**config.mk**
```make
export PLATFORM = sky130hd
export DESIGN_NAME = temp_sensor_read_sequencer_unit
export DESIGN_NICKNAME = d
export VERILOG_FILES = /design/src/hdl/tsrs_pkg.sv /design/src/hdl/temp_sensor_read_sequencer_unit.sv
export SDC_FILE = /design/constraint.sdc
export NUM_CORES = 1
export LEC_CHECK = 0
export ABC_AREA = 1
export BUFFER_PORTS_ARGS = -buffer_cell sky130_fd_sc_hd__buf_2
export CAP_MARGIN = 5
export CELL_PAD_IN_SITES_DETAIL_PLACEMENT = 1
export CELL_PAD_IN_SITES_GLOBAL_PLACEMENT = 1
export CORE_UTILIZATION = 47
export DETAILED_ROUTE_END_ITERATION = 10
export PLACE_DENSITY_LB_ADDON = 0.1
export REMOVE_ABC_BUFFERS = 1
export SYNTH_ARGS = -nofsm -noshare
export SYNTH_HDL_FRONTEND = slang
export SYNTH_SLANG_ARGS = --single-unit
```
**constraint.sdc**
```tcl
create_clock -name clk -period 9 [get_ports clk]
set_input_delay 0.45 -clock clk [delete_from_list [all_inputs] [get_ports clk]]
set_output_delay 0.45 -clock clk [all_outputs]
set_load 0.01 [all_outputs]
```
**src/hdl/tsrs_pkg.sv**
```systemverilog
// Shared types, codes and constants for the temperature read sequencer.
`timescale 1ns / 1ps

package tsrs_pkg;

  localparam int unsigned OP_W    = 3;
  localparam int unsigned DATA_W  = 16;
  localparam int unsigned REQ_W   = 2;
  localparam int unsigned ADDR_W  = 7;
  localparam int unsigned CMD_W   = 8;
  localparam int unsigned WHOLE_W = 8;
  localparam int unsigned FRAC_W  = 14;
  localparam int unsigned TICK_W  = 7;
  localparam int unsigned RES_W   = 2;
  localparam int unsigned DSEL_W  = 3;

  localparam int unsigned IN_TDATA_W  = 16;
  localparam int unsigned IN_TUSER_W  = 3;
  localparam int unsigned OUT_TDATA_W = 40;
  localparam int unsigned OUT_TUSER_W = 2;
  localparam int unsigned CFG_IDX_W   = 1;
  localparam int unsigned CFG_DATA_W  = 3;

  localparam logic [ADDR_W-1:0] BASE_ADDRESS = 7'h48;
  localparam logic [CMD_W-1:0]  CMD_CONVERT  = 8'h51;
  localparam logic [CMD_W-1:0]  CMD_READ     = 8'hAA;
  localparam logic [TICK_W-1:0] TICK_BASE    = 7'd10;

  localparam logic [RES_W-1:0]  RES_RESET  = 2'd3;
  localparam logic [DSEL_W-1:0] DSEL_RESET = 3'd0;

  // Configuration register indexes
  localparam logic [CFG_IDX_W-1:0] REG_RESOLUTION = 1'd0;
  localparam logic [CFG_IDX_W-1:0] REG_DEVICE_SEL = 1'd1;

  typedef enum logic [OP_W-1:0] {
    OP_START = 3'd0,
    OP_TICK  = 3'd1,
    OP_DONE  = 3'd2,
    OP_ERROR = 3'd3,
    OP_QUERY = 3'd4
  } op_t;

  typedef enum logic [REQ_W-1:0] {
    REQ_NONE    = 2'd0,
    REQ_CONVERT = 2'd1,
    REQ_READ    = 2'd2
  } req_t;

  typedef enum logic [2:0] {
    PH_IDLE      = 3'd0,
    PH_WAIT_ACK  = 3'd1,
    PH_CONVERT   = 3'd2,
    PH_WAIT_READ = 3'd3,
    PH_COMPLETE  = 3'd4
  } phase_t;

  typedef struct packed {
    logic [FRAC_W-1:0]  fraction_digits;
    logic [WHOLE_W-1:0] whole_degrees;
    logic               is_negative;
    logic               measurement_complete;
    logic [CMD_W-1:0]   command_byte;
    logic [ADDR_W-1:0]  bus_address;
  } result_data_t;

  // Weight of one fraction step: 10^(r+1) / 2^(r+1)
  function automatic logic [9:0] frac_weight(input logic [RES_W-1:0] r);
    logic [9:0] w;
    unique case (r)
      2'd0:    w = 10'd5;
      2'd1:    w = 10'd25;
      2'd2:    w = 10'd125;
      default: w = 10'd625;
    endcase
    return w;
  endfunction

endpackage

```
**src/hdl/temp_sensor_read_sequencer_unit.sv**
```systemverilog
// Top level of the temperature read sequencer.
`timescale 1ns / 1ps

// Temperature read sequencer.
// Input stream: in_tuser carries the operation (start, 10 ms tick, bus done,
// bus error, query), in_tdata the two received bytes that go with bus done.
// Every accepted input transaction yields exactly one result transaction:
// out_tuser carries the bus request (none, start-convert, read), out_tdata
// the bus address, command byte, completion flag and, on a query while a
// reading is stored, its sign, whole degrees and scaled decimal fraction.
// Configuration: cfg_index 0 selects the resolution code, 1 the low address
// bits; cfg_ready is always high. Write it only while no transaction is open.
// Each result is registered, into the skid register if the output waits.
// Throughput: one transaction per cycle while in_tready is high; the whole
// step is a single pass of logic from the input port into the result
// register, and the next state is written in the same edge.
// Stall: a two-entry result buffer (output register plus skid register) lets
// the block take one more input while a result waits; in_tready drops only
// when both entries are full, and is itself a register output.
// Reset (rst_n low, synchronous): phase idle, tick count and stored reading
// cleared, resolution 12 bit, device select 0, both result entries empty.
module temp_sensor_read_sequencer_unit (
  input  logic                                 clk,
  input  logic                                 rst_n,
  input  logic                                 in_tvalid,
  output logic                                 in_tready,
  input  logic [tsrs_pkg::IN_TDATA_W-1:0]      in_tdata,   // [15:0] read_data
  input  logic [tsrs_pkg::IN_TUSER_W-1:0]      in_tuser,   // [2:0] operation
  output logic                                 out_tvalid,
  input  logic                                 out_tready,
  // [6:0] bus_address, [14:7] command_byte, [15] measurement_complete,
  // [16] is_negative, [24:17] whole_degrees, [38:25] fraction_digits, [39] zero
  output logic [tsrs_pkg::OUT_TDATA_W-1:0]     out_tdata,
  output logic [tsrs_pkg::OUT_TUSER_W-1:0]     out_tuser,  // [1:0] bus_request
  input  logic                                 cfg_valid,
  output logic                                 cfg_ready,
  input  logic [tsrs_pkg::CFG_IDX_W-1:0]       cfg_index,
  input  logic [tsrs_pkg::CFG_DATA_W-1:0]      cfg_data
);

  tsrs_pkg::phase_t                   phase_r, phase_nxt;
  logic [tsrs_pkg::TICK_W-1:0]        tick_r, tick_nxt;
  logic [tsrs_pkg::DATA_W-1:0]        reading_r, reading_nxt;
  logic [tsrs_pkg::RES_W-1:0]         res_r;
  logic [tsrs_pkg::DSEL_W-1:0]        dsel_r;

  tsrs_pkg::result_data_t             res_data;
  tsrs_pkg::req_t                     res_req;

  tsrs_pkg::result_data_t             out_data_r, skid_data_r;
  tsrs_pkg::req_t                     out_req_r, skid_req_r;
  logic                               out_valid_r, skid_valid_r;

  logic                               in_fire, out_fire;
  tsrs_pkg::op_t                      op;
  logic [tsrs_pkg::ADDR_W-1:0]        addr;
  logic [tsrs_pkg::TICK_W-1:0]        tick_inc;
  logic [tsrs_pkg::TICK_W-1:0]        tick_limit;
  logic                               neg;
  logic [tsrs_pkg::DATA_W-1:0]        mag;
  logic [7:0]                         frac_shift;
  logic [3:0]                         frac_steps;
  logic [3:0]                         frac_mask;
  logic [tsrs_pkg::FRAC_W-1:0]        frac_val;

  assign in_tready = !skid_valid_r;
  assign in_fire   = in_tvalid && in_tready;
  assign out_fire  = out_valid_r && out_tready;
  assign cfg_ready = 1'b1;

  assign op   = tsrs_pkg::op_t'(in_tuser);
  assign addr = tsrs_pkg::BASE_ADDRESS | {4'd0, dsel_r};

  assign tick_inc   = tick_r + 7'd1;
  assign tick_limit = tsrs_pkg::TICK_BASE << res_r;

  // Reading decode: magnitude over the full 16 bits, fraction from the top
  // res+1 bits of the low byte, each step weighted by 10^(r+1)/2^(r+1).
  assign neg        = reading_r[15];
  assign mag        = neg ? (16'd0 - reading_r) : reading_r;
  assign frac_shift = mag[7:0] >> (3'd7 - {1'b0, res_r});
  assign frac_mask  = 4'hF >> (2'd3 - res_r);
  assign frac_steps = frac_shift[3:0] & frac_mask;
  assign frac_val   = tsrs_pkg::FRAC_W'({10'd0, frac_steps} * tsrs_pkg::frac_weight(res_r));

  always_comb begin
    phase_nxt   = phase_r;
    tick_nxt    = tick_r;
    reading_nxt = reading_r;
    res_req     = tsrs_pkg::REQ_NONE;
    res_data    = '0;
    unique case (op)
      tsrs_pkg::OP_START: begin
        res_req   = tsrs_pkg::REQ_CONVERT;
        phase_nxt = tsrs_pkg::PH_WAIT_ACK;
        tick_nxt  = '0;
      end
      tsrs_pkg::OP_TICK: begin
        if (phase_r == tsrs_pkg::PH_CONVERT) begin
          tick_nxt = tick_inc;
          if (tick_inc >= tick_limit) begin
            res_req   = tsrs_pkg::REQ_READ;
            phase_nxt = tsrs_pkg::PH_WAIT_READ;
            tick_nxt  = '0;
          end
        end
      end
      tsrs_pkg::OP_DONE: begin
        if (phase_r == tsrs_pkg::PH_WAIT_ACK) begin
          phase_nxt = tsrs_pkg::PH_CONVERT;
          tick_nxt  = '0;
        end else if (phase_r == tsrs_pkg::PH_WAIT_READ) begin
          reading_nxt = in_tdata;
          phase_nxt   = tsrs_pkg::PH_COMPLETE;
        end
      end
      tsrs_pkg::OP_ERROR: begin
        if (phase_r == tsrs_pkg::PH_WAIT_ACK || phase_r == tsrs_pkg::PH_WAIT_READ) begin
          res_req   = tsrs_pkg::REQ_CONVERT;
          phase_nxt = tsrs_pkg::PH_WAIT_ACK;
          tick_nxt  = '0;
        end
      end
      tsrs_pkg::OP_QUERY: begin
        if (phase_r == tsrs_pkg::PH_COMPLETE) begin
          res_data.is_negative     = neg;
          res_data.whole_degrees   = mag[15:8];
          res_data.fraction_digits = frac_val;
        end
      end
      default: begin
      end
    endcase
    unique case (res_req)
      tsrs_pkg::REQ_CONVERT: begin
        res_data.bus_address  = addr;
        res_data.command_byte = tsrs_pkg::CMD_CONVERT;
      end
      tsrs_pkg::REQ_READ: begin
        res_data.bus_address  = addr;
        res_data.command_byte = tsrs_pkg::CMD_READ;
      end
      default: begin
      end
    endcase
    res_data.measurement_complete = (phase_nxt == tsrs_pkg::PH_COMPLETE);
  end

  always_ff @(posedge clk) begin
    if (!rst_n) begin
      phase_r   <= tsrs_pkg::PH_IDLE;
      tick_r    <= '0;
      reading_r <= '0;
    end else if (in_fire) begin
      phase_r   <= phase_nxt;
      tick_r    <= tick_nxt;
      reading_r <= reading_nxt;
    end
  end

  always_ff @(posedge clk) begin
    if (!rst_n) begin
      res_r  <= tsrs_pkg::RES_RESET;
      dsel_r <= tsrs_pkg::DSEL_RESET;
    end else if (cfg_valid) begin
      unique case (cfg_index)
        tsrs_pkg::REG_RESOLUTION: res_r  <= cfg_data[tsrs_pkg::RES_W-1:0];
        default:                  dsel_r <= cfg_data;
      endcase
    end
  end

  // Result buffer: output register backed by one skid entry.
  always_ff @(posedge clk) begin
    if (!rst_n) begin
      out_valid_r  <= 1'b0;
      skid_valid_r <= 1'b0;
    end else if (skid_valid_r) begin
      if (out_fire) begin
        skid_valid_r <= 1'b0;
      end
    end else if (in_fire) begin
      if (!out_valid_r || out_fire) begin
        out_valid_r <= 1'b1;
      end else begin
        skid_valid_r <= 1'b1;
      end
    end else if (out_fire) begin
      out_valid_r <= 1'b0;
    end
  end

  always_ff @(posedge clk) begin
    if (skid_valid_r) begin
      if (out_fire) begin
        out_data_r <= skid_data_r;
        out_req_r  <= skid_req_r;
      end
    end else if (in_fire) begin
      if (!out_valid_r || out_fire) begin
        out_data_r <= res_data;
        out_req_r  <= res_req;
      end else begin
        skid_data_r <= res_data;
        skid_req_r  <= res_req;
      end
    end
  end

  assign out_tvalid = out_valid_r;
  assign out_tdata  = {1'b0, out_data_r};
  assign out_tuser  = out_req_r;

endmodule

```
==> flow_summary_export.csv, run 1 <==
group,metric,value,unit
global_route,antenna_found_initial,0,
layout,multiInputGateArea,2360,µm²
timing,setup_viol,0,
routing,wl_per_cell,15.7,µm
routing,first_pass_iters,4,
routing,drc,0,
logic_synthesis,synthCells,616,
layout,final_cell_area,6080,µm²
critical_path,critPathKind,"reg2reg",
critical_path,critPathCaptureType,"register",
global_route,grt_pass1_wl,21400,µm
min_path,hold_class,"in2reg",
pwr,powerDensity,159,nW/µm²
routing,initialDrtViolationCount,162,
layout,seqCellArea,2580,µm²
timing,hold_slack,0.374,ns
floorplan,coreArea,11000,µm²
placement,hpwl,9500,µm
routing,vias_per_cell,5.20,
clock_network,cts_resized,0,
logic_synthesis,syn_area,5390,µm²
clock_network,cts_made_buffers,9,
timing,fin_skew,0.0116,ns
floorplan,ioPinCount,73,
global_route,grt_max_degree,38,
timing,hold_viol_final,0,
placement,place_area,5800,µm²
clock_network,clockBufferDepth,2,
clock_network,postCtsSetupBuffers,0,
clock_network,cts_max_level,3,
routing,num_vias,4266,
placement,gp_congestion,0.858,
floorplan,die_h,109,µm
timing,rsz0062_at_grt,"no",
timing,finalCritPeriodShare,46.5,%
placement,io_buffers,67,
logic_synthesis,avgSynthCellArea,8.75,µm²
timing,slew_headroom,30.1,%
pwr,leakage,0.00275,µW
floorplan,die_area,11900,µm²
floorplan,start_util,49.1,%
layout,drive_gt1_share,18.1,%
pwr,peakVddDrop,0.000115,V
logic_synthesis,ys_seq_area_share,47.9,%
timing,finalMaxSlewViolations,0,
floorplan,num_rows,38,
routing,route.antenna.remaining_nets,0,
job,drv_cap,0,
timing,tightest_slew,1.05,ns
timing,fmax,239,MHz
routing,totalWireLength,12900,µm
clock_network,cts_sinks,97,
layout,fillers,1351,
floorplan,fp.dieW,109,µm
layout,area_delta_synth_final,12.8,%
clock_network,cts_tree,"built",
global_route,grt_pass1_vias,4464,
status,status,"finished, final reports clean",
logic_synthesis,ys_ff_latch,97,
global_route,grt_overflow,0,
critical_path,required,9.11,ns
clock_network,clk_latency,0.36,ns
critical_path,cp-start-kind,"register",
critical_path,worstPathArrival,4.30,ns
clock_network,root_buffer,"clkbuf_16",
clock_network,clk_pin_slew,0.07,ns
global_route,track_usage,23.9,%
critical_path,path_max_fanout,16,
clock_network,postCtsHoldBufs,0,
timing,fin_setup_tns,0,ns
layout,final_util,55.3,%
layout,num_antenna_cells,0,
logic_synthesis,yosysWarnings,0,
logic_synthesis,synthDistinctLibCells,45,
timing,fin_crit,4.19,ns
layout,finalNetCount,741,
## Yosys cell counts (all sizes together)
cell	count	area (µm²)
nand2	127	487
inv	82	308
nor2	66	270
edfxtp	64	1920
o21ai	55	283
a21oi	48	255
nand3	40	228
dfxtp	33	661
ha	30	375
buf	18	118
fa	7	140
nor3	7	66.3
clkbuf	6	22.5
nand3b	4	30.0
nand4	4	40.0
xor2	4	35.0
clkinv	3	12.5
o211ai	3	22.5
xnor2	3	26.3
conb	2	7.51
nor4	2	18.8
o21a	2	15.0
or2	2	12.5
a22o	1	8.76
and3	1	6.26
mux2	1	11.3
o21bai	1	7.51
## critical path: stages, from the launching register on
cell and delay (ns):
dfxtp_1 0.67, o21ai_0 0.18, nand2_1 0.14, nand3_1 0.12, nand2_1 0.14, nand2_1 0.14
inv_1 0.13, nand2_1 0.08, fa_1 0.49, fa_1 0.52, inv_1 0.04, ha_1 0.34
nand2_1 0.10, nand3_1 0.16, nand2_1 0.10, nand3_1 0.12, nand2_1 0.10, nand2_1 0.07
nand3_1 0.09, nand2_1 0.07, and3_1 0.15
## final timing paths
| path | startpoint | endpoint | slack, ns | depth (start not counted) |
|---|---|---|---|---|
| setup reg to reg | reading_r[15]$_SDFFE_PN0P_ | skid_data_r[37]$_DFFE_PP_ | 4.81 | 20 |
| setup / recovery | reading_r[15]$_SDFFE_PN0P_ | skid_data_r[37]$_DFFE_PP_ | 4.81 | 20 |
| hold / removal | in_tdata[2] | reading_r[2]$_SDFFE_PN0P_ | 0.37 | 3 |
| hold reg to reg | reading_r[0]$_SDFFE_PN0P_ | reading_r[0]$_SDFFE_PN0P_ | 0.45 | 2 |
## state kept, by name, indices dropped and copies added (netlist names)
| name | flops |
|---|---|
| out_tdata | 30 |
| skid_data_r | 30 |
| reading_r | 16 |
| tick_r | 7 |
| dsel_r | 3 |
| phase_r | 3 |
| out_tuser | 2 |
| res_r | 2 |
| skid_req_r | 2 |
| out_tvalid | 1 |
| skid_valid_r | 1 |
## per-stage QoR
stage,total power [µW],cells,worst slack (ns)
floorplan,568,595,5.38
global placement,604,805,5.05
detailed placement,609,805,4.85
CTS,973,821,4.82
global route,1000,821,4.45
finish,965,821,4.81
## where the power goes
group	total (µW)	internal, µW	leakage, µW	switching, µW
Combinational	101	32.8	0.00170	68.3
Clock	367	189	0.000133	177
Sequential	497	490	0.000910	7.27
Total	965	712	0.00275	253
## cells by family after synthesis
| logic type | share of synthesized area [%] |
|---|---|
| simple gates | 21.5 |
| compound gates | 11.0 |
| buf+inv | 8.54 |
| flops | 47.9 |
| fa+ha+maj | 9.57 |
| xor+xnor | 1.14 |
| other cells | 0.139 |
| mux | 0.209 |
## layer usage
metal / vias up / share of wire (%) / GRT usage (%)
met5: - / 0 / 0
met4: 0 / 1.9 / 9.75
met3: 17 / 2.1 / 3.41
met2: 58 / 52 / 42.7
met1: 2046 / 44 / 28.8
li1: 2145 / - / -
## cell type report
class / count / share of cell area [%]
multi-input cells: 413 / 38.9
clock inverters: 7 / 0.844
clock buffers: 9 / 3.71
inverters: 85 / 5.27
repair buffers: 70 / 5.89
flip-flops and latches: 97 / 42.5
well taps: 140 / 2.88
## layout by cell type, fill, tap and decap left out, types with 4 or more instances in the layout
cell type    n
nand2_1    123
inv_1       73
buf_2       67
edfxtp_1    64
nor2_1      60
a21oi_1     46
nand3_1     36
o21ai_0     33
dfxtp_1     33
ha_1        30
o21ai_1     20
inv_2        9
clkbuf_16    9
fa_1         7
conb_1       5
nand2_2      4
nor3_2       4
xor2_1       4
nand3b_1     4
No activity file was read; power rests on OpenSTA's default activity.
==> inputs of run 2 (changes only) <==
--- a/config.mk
+++ b/config.mk
@@ -10,7 +10,7 @@
 export CAP_MARGIN = 5
 export CELL_PAD_IN_SITES_DETAIL_PLACEMENT = 1
 export CELL_PAD_IN_SITES_GLOBAL_PLACEMENT = 1
-export CORE_UTILIZATION = 47
+export CORE_UTILIZATION = 44
 export DETAILED_ROUTE_END_ITERATION = 10
 export PLACE_DENSITY_LB_ADDON = 0.1
 export REMOVE_ABC_BUFFERS = 1
==> constraint.sdc (replaced) <==
create_clock -name clk -period 4.3 [get_ports clk]
set_input_delay 0.215 -clock clk [delete_from_list [all_inputs] [get_ports clk]]
set_output_delay 0.215 -clock clk [all_outputs]
set_load 0.01 [all_outputs]
==> flow_summary_export.csv, run 2 (synthesis results as in run 1) <==
group,metric,value,unit
global_route,antenna_found_initial,0,
global_route,grt_max_degree,38,
critical_path,critPathCaptureType,"register",
global_route,grt_pass1_vias,4264,
placement,place_area,5820,µm²
routing,initialDrtViolationCount,159,
timing,slew_headroom,29.9,%
critical_path,cp-start-kind,"register",
floorplan,die_h,113,µm
routing,route.antenna.remaining_nets,0,
clock_network,clk_latency,0.35,ns
clock_network,cts_max_level,3,
floorplan,coreArea,12000,µm²
global_route,grt_pass1_wl,20400,µm
clock_network,clk_pin_slew,0.07,ns
placement,hpwl,9180,µm
min_path,worstHoldStart,"in_tdata[14]",
layout,final_cell_area,6200,µm²
floorplan,start_util,45.1,%
timing,fmax,252,MHz
critical_path,required,4.38,ns
timing,hold_viol_final,0,
global_route,grt_overflow,0,
layout,fillers,1435,
layout,layout_common_cells,"nand2_1 (121), inv_1 (73), buf_2 (67)",
status,status,"finished, final reports clean",
routing,num_vias,4275,
floorplan,die_area,12700,µm²
clock_network,postCtsHoldBufs,0,
timing,fin_skew,0.00505,ns
critical_path,worstPathArrival,4.04,ns
critical_path,critPathKind,"reg2reg",
critical_path,path_max_fanout,9,
floorplan,num_rows,40,
routing,drc,0,
pwr,powerDensity,353,nW/µm²
layout,drive_gt1_share,19.0,%
timing,finalCritPeriodShare,92.1,%
pwr,leakage,0.00280,µW
layout,layoutNonFillerInstCount,830,
layout,num_antenna_cells,0,
layout,finalNetCount,743,
routing,wl_per_cell,15.3,µm
layout,seqCellArea,2580,µm²
critical_path,rr_startpoint,"res_r[1]$_SDFFE_PN1P_",
placement,io_buffers,67,
timing,fin_crit,3.96,ns
placement,place_inst,814,
routing,vias_per_cell,5.15,
placement,gp_congestion,0.806,
timing,rsz0062_at_grt,"no",
clock_network,cts_tree,"built",
timing,tightest_slew,1.05,ns
timing,fin_setup_tns,0,ns
floorplan,fp.dieW,113,µm
clock_network,root_buffer,"clkbuf_16",
job,drv_cap,0,
layout,multiInputGateArea,2390,µm²
timing,finalMaxSlewViolations,0,
pwr,peakVddDrop,0.000218,V
clock_network,cts_made_buffers,9,
critical_path,startpoint,"res_r[1]$_SDFFE_PN1P_",
clock_network,cts_sinks,97,
layout,layout_commonest_cell,"nand2_1",
timing,setup_viol,0,
routing,totalWireLength,12700,µm
clock_network,clockBufferDepth,2,
global_route,track_usage,20.7,%
routing,first_pass_iters,4,
layout,area_delta_synth_final,15.0,%
min_path,hold_class,"in2reg",
floorplan,ioPinCount,73,
run 2: cell types whose count changed in the layout (fill, tap and decap cells not counted), sizes merged:
cell,before,now
buf,70,72
inv,85,83
clkinvlp,2,0
bufinv,0,3
clkinv,5,6
run 2: final timing paths:
check	slack (ns)	end	cells past startpoint
setup reg to reg	0.34	out_tdata[37]$_DFFE_PP_	18
hold / removal	0.13	reading_r[14]$_SDFFE_PN0P_	3
hold reg to reg	0.46	reading_r[2]$_SDFFE_PN0P_	2
setup / recovery	0.34	out_tdata[37]$_DFFE_PP_	18
run 2: metal layers:
metal  up-vias  GRT usage [%]  share of wire, %
met3        12           4.37               3.0
met1      2054           24.1                44
met5         -              0                 0
li1       2150              -                 -
met2        59           38.0                52
met4         0           6.58               1.2
run 2: timing repair:
action                                  in CTS  in global routing
resized for setup                            0                  6
setup buffers                                0                  0
endpoints found under the setup margin       0                  5
run 2: final cells by class:
cell class | instances | area share (%)
Clock buffer | 9 | 3.63
Clock inverter | 7 | 1.90
Inverter | 85 | 5.17
Multi-Input combinational cell | 413 | 38.6
Sequential cell | 97 | 41.7
Tap cell | 147 | 2.97
Timing Repair Buffer | 72 | 6.02
run 2: per-stage QoR:
stage | hold slack (ns) | util [%] | total power, µW | setup WS (ns)
after CTS | 0.127 | 51.6 | 2210 | 0.181
final | 0.134 | 51.8 | 2190 | 0.339
after global routing | 0.145 | 51.8 | 2270 | 0.0332
after floorplan | 0.299 | - | 1190 | 0.682
after global placement | 0.439 | 48.7 | 1270 | 0.344
after detailed placement | 0.443 | 48.7 | 1280 | 0.201
run 2: worst max-delay path: stages (launching register included):
cell	delay [ns]
dfxtp_1	0.51
ha_1	0.27
nand2_1	0.14
nor2_4	0.23
o21ai_0	0.16
fa_1	0.53
fa_1	0.52
inv_1	0.04
ha_1	0.34
nand3_1	0.10
nand3_1	0.14
nand2_1	0.11
nand3_1	0.13
nand2_1	0.10
nand2_1	0.06
nand3_1	0.08
nand2_1	0.07
nand3_1	0.09
a21oi_2	0.06
run 2: where the power goes:
part / switching, µW / total [µW] / internal [µW]
logic: 145 / 218 / 72.9
registers: 13.6 / 1040 / 1020
clock network: 363 / 933 / 570
==> inputs of run 3 (changes only) <==
--- a/config.mk
+++ b/config.mk
@@ -8,11 +8,11 @@
 export ABC_AREA = 1
 export BUFFER_PORTS_ARGS = -buffer_cell sky130_fd_sc_hd__buf_2
 export CAP_MARGIN = 5
-export CELL_PAD_IN_SITES_DETAIL_PLACEMENT = 1
+export CELL_PAD_IN_SITES_DETAIL_PLACEMENT = 0
 export CELL_PAD_IN_SITES_GLOBAL_PLACEMENT = 1
 export CORE_UTILIZATION = 44
 export DETAILED_ROUTE_END_ITERATION = 10
-export PLACE_DENSITY_LB_ADDON = 0.1
+export PLACE_DENSITY = 0.88
 export REMOVE_ABC_BUFFERS = 1
 export SYNTH_ARGS = -nofsm -noshare
 export SYNTH_HDL_FRONTEND = slang
==> flow_summary_export.csv, run 3 (synthesis results as in run 1) <==
group,metric,value,unit
clock_network,root_buffer,"clkbuf_16",
critical_path,required,4.52,ns
min_path,hold_class,"in2reg",
global_route,antenna_found_initial,0,
critical_path,path_cells,"nor2_1 > nand2_1 > inv_2 > nand2_1 > nand3_1 > nand3_1 > nand3_1 > o21ai_2 > nand2_2 > nor2_1 > fa_1 > inv_1 > fa_1 > inv_1 > ha_4 > a21oi_1 > nand2_1 > nand2_1 > nand2_1 > a21oi_1 > o21ai_0 > a21oi_1 > nand2_1 > nand2_1",
layout,layout_commonest_cell,"nand2_1",
pwr,peakVddDrop,0.000183,V
placement,gp_congestion,0.884,
timing,hold_viol_final,0,
job,drv_cap,0,
timing,slew_headroom,34.8,%
placement,io_buffers,67,
placement,place_inst,815,
clock_network,postCtsHoldBufs,0,
routing,totalWireLength,11100,µm
layout,layout_common_cells,"nand2_1 (122), inv_1 (73), buf_2 (67)",
global_route,grt_pass1_wl,18600,µm
placement,hpwl,8120,µm
status,violations,"DRC",
floorplan,coreArea,12000,µm²
critical_path,cp_common_cell,"nand2_1",
critical_path,path_max_fanout,6,
timing,hold_slack,0.136,ns
pwr,seq_power_share,50.4,%
routing,drc,1,
routing,wl_per_cell,13.3,µm
timing,tightest_slew,0.975,ns
routing,vias_per_cell,5.06,
pwr,powerDensity,335,nW/µm²
timing,fin_crit,3.89,ns
clock_network,clk_latency,0.34,ns
layout,finalNetCount,746,
critical_path,critPathKind,"reg2reg",
routing,route.antenna.remaining_nets,0,
global_route,grt_max_degree,38,
global_route,track_usage,18.6,%
routing,initialDrtViolationCount,253,
layout,layoutNonFillerInstCount,833,
status,status,"complete, but fails checks",
routing,first_pass_iters,8,
timing,setup_viol,0,
timing,fin_setup_tns,0,ns
pwr,netSwitchingPower,512,µW
floorplan,ioPinCount,73,
timing,finalCritPeriodShare,90.6,%
floorplan,die_h,113,µm
clock_network,clockBufferDepth,2,
timing,fin_skew,0.00418,ns
timing,rsz0062_at_grt,"no",
critical_path,max_stage_delay,0.56,ns
clock_network,cts_made_buffers,9,
critical_path,crit_buf_inv,3,
critical_path,crit_path_top_delay_cell,"fa_1",
critical_path,crit_family,"adder cells",
floorplan,num_rows,40,
routing,num_vias,4213,
global_route,grt_overflow,0,
clock_network,cts_max_level,3,
critical_path,cp-start-kind,"register",
pwr,p_clk_share,39.4,%
floorplan,fp.dieW,113,µm
floorplan,start_util,45.1,%
layout,area_delta_synth_final,14.2,%
clock_network,clk_pin_slew,0.07,ns
timing,fmax,257,MHz
layout,num_antenna_cells,0,
clock_network,cts_tree,"built",
critical_path,critPathCaptureType,"register",
layout,fillers,1095,
pwr,leakage,0.00278,µW
pwr,intPower,1550,µW
global_route,grt_pass1_vias,3984,
pwr,pwr-share-comb,10.3,%
pwr,swShare,24.8,%
floorplan,die_area,12700,µm²
critical_path,worstPathArrival,4.11,ns
clock_network,cts_sinks,97,
timing,finalMaxSlewViolations,0,
layout,drive_gt1_share,18.8,%
[run 3: cell count changes in the layout (fill, tap and decap cells not counted), moves of 2 or more]
cell       delta
buf_4         +3
bufinv_16     -2
o21ai_0       -2
o21ai_1       +2
[run 3: cell type report]
cell class              count  area (µm²)  area share (%)
clock inverters             6        65.1            1.06
flip-flops and latches     97        2580            42.0
well taps                 147         184            2.99
repair buffers             75         395            6.42
inverters                  85         320            5.20
clock buffers              10         229            3.72
multi-input cells         413        2380            38.7
[run 3: path summary, 6_finish.rpt]
kind	from	end	slack, ns	depth (start not counted)
setup / recovery	reading_r[0]$_SDFFE_PN0P_	out_tdata[34]$_DFFE_PP_	0.41	24
hold / removal	in_tdata[10]	reading_r[10]$_SDFFE_PN0P_	0.14	3
setup reg to reg	reading_r[0]$_SDFFE_PN0P_	out_tdata[34]$_DFFE_PP_	0.41	24
hold reg to reg	reading_r[2]$_SDFFE_PN0P_	reading_r[2]$_SDFFE_PN0P_	0.45	2
[run 3: through the flow]
step	cell area, µm²	worst slack (ns)	total power (µW)	util [%]
after CTS	6130	0.295	2070	51.2
after global placement	5830	0.440	1260	48.8
after detailed placement	5830	0.346	1270	48.8
after global routing	6160	0.0600	2140	51.5
final	6160	0.406	2060	51.5
after floorplan	5260	0.682	1190	-
[run 3: tightest hold or removal path, delay by kind of cell]
kind / cells / cell delay (ns)
compound gates: 2 / 0.16
buf+inv: 1 / 0.07
[run 3: power by group through the flow]
stage                     combinational [µW]  clock (µW)  sequential [µW]
after floorplan                          113           0             1080
after global placement                   204           0             1060
after detailed placement                 208           0             1060
after CTS                                210         825             1040
after global routing                     239         859             1040
final                                    212         813             1040
[run 3: what timing repair did]
| action | CTS | global route |
|---|---|---|
| buffers inserted | 0 | 2 |
| gates resized for setup | 0 | 4 |
| setup endpoints to repair | 0 | 6 |
[run 3: layer usage]
metal  track usage [%]  share of wire, %
met1              22.7                44
met2              32.8                50
met3              2.75               4.2
met4              7.38               1.6
met5                 0                 0
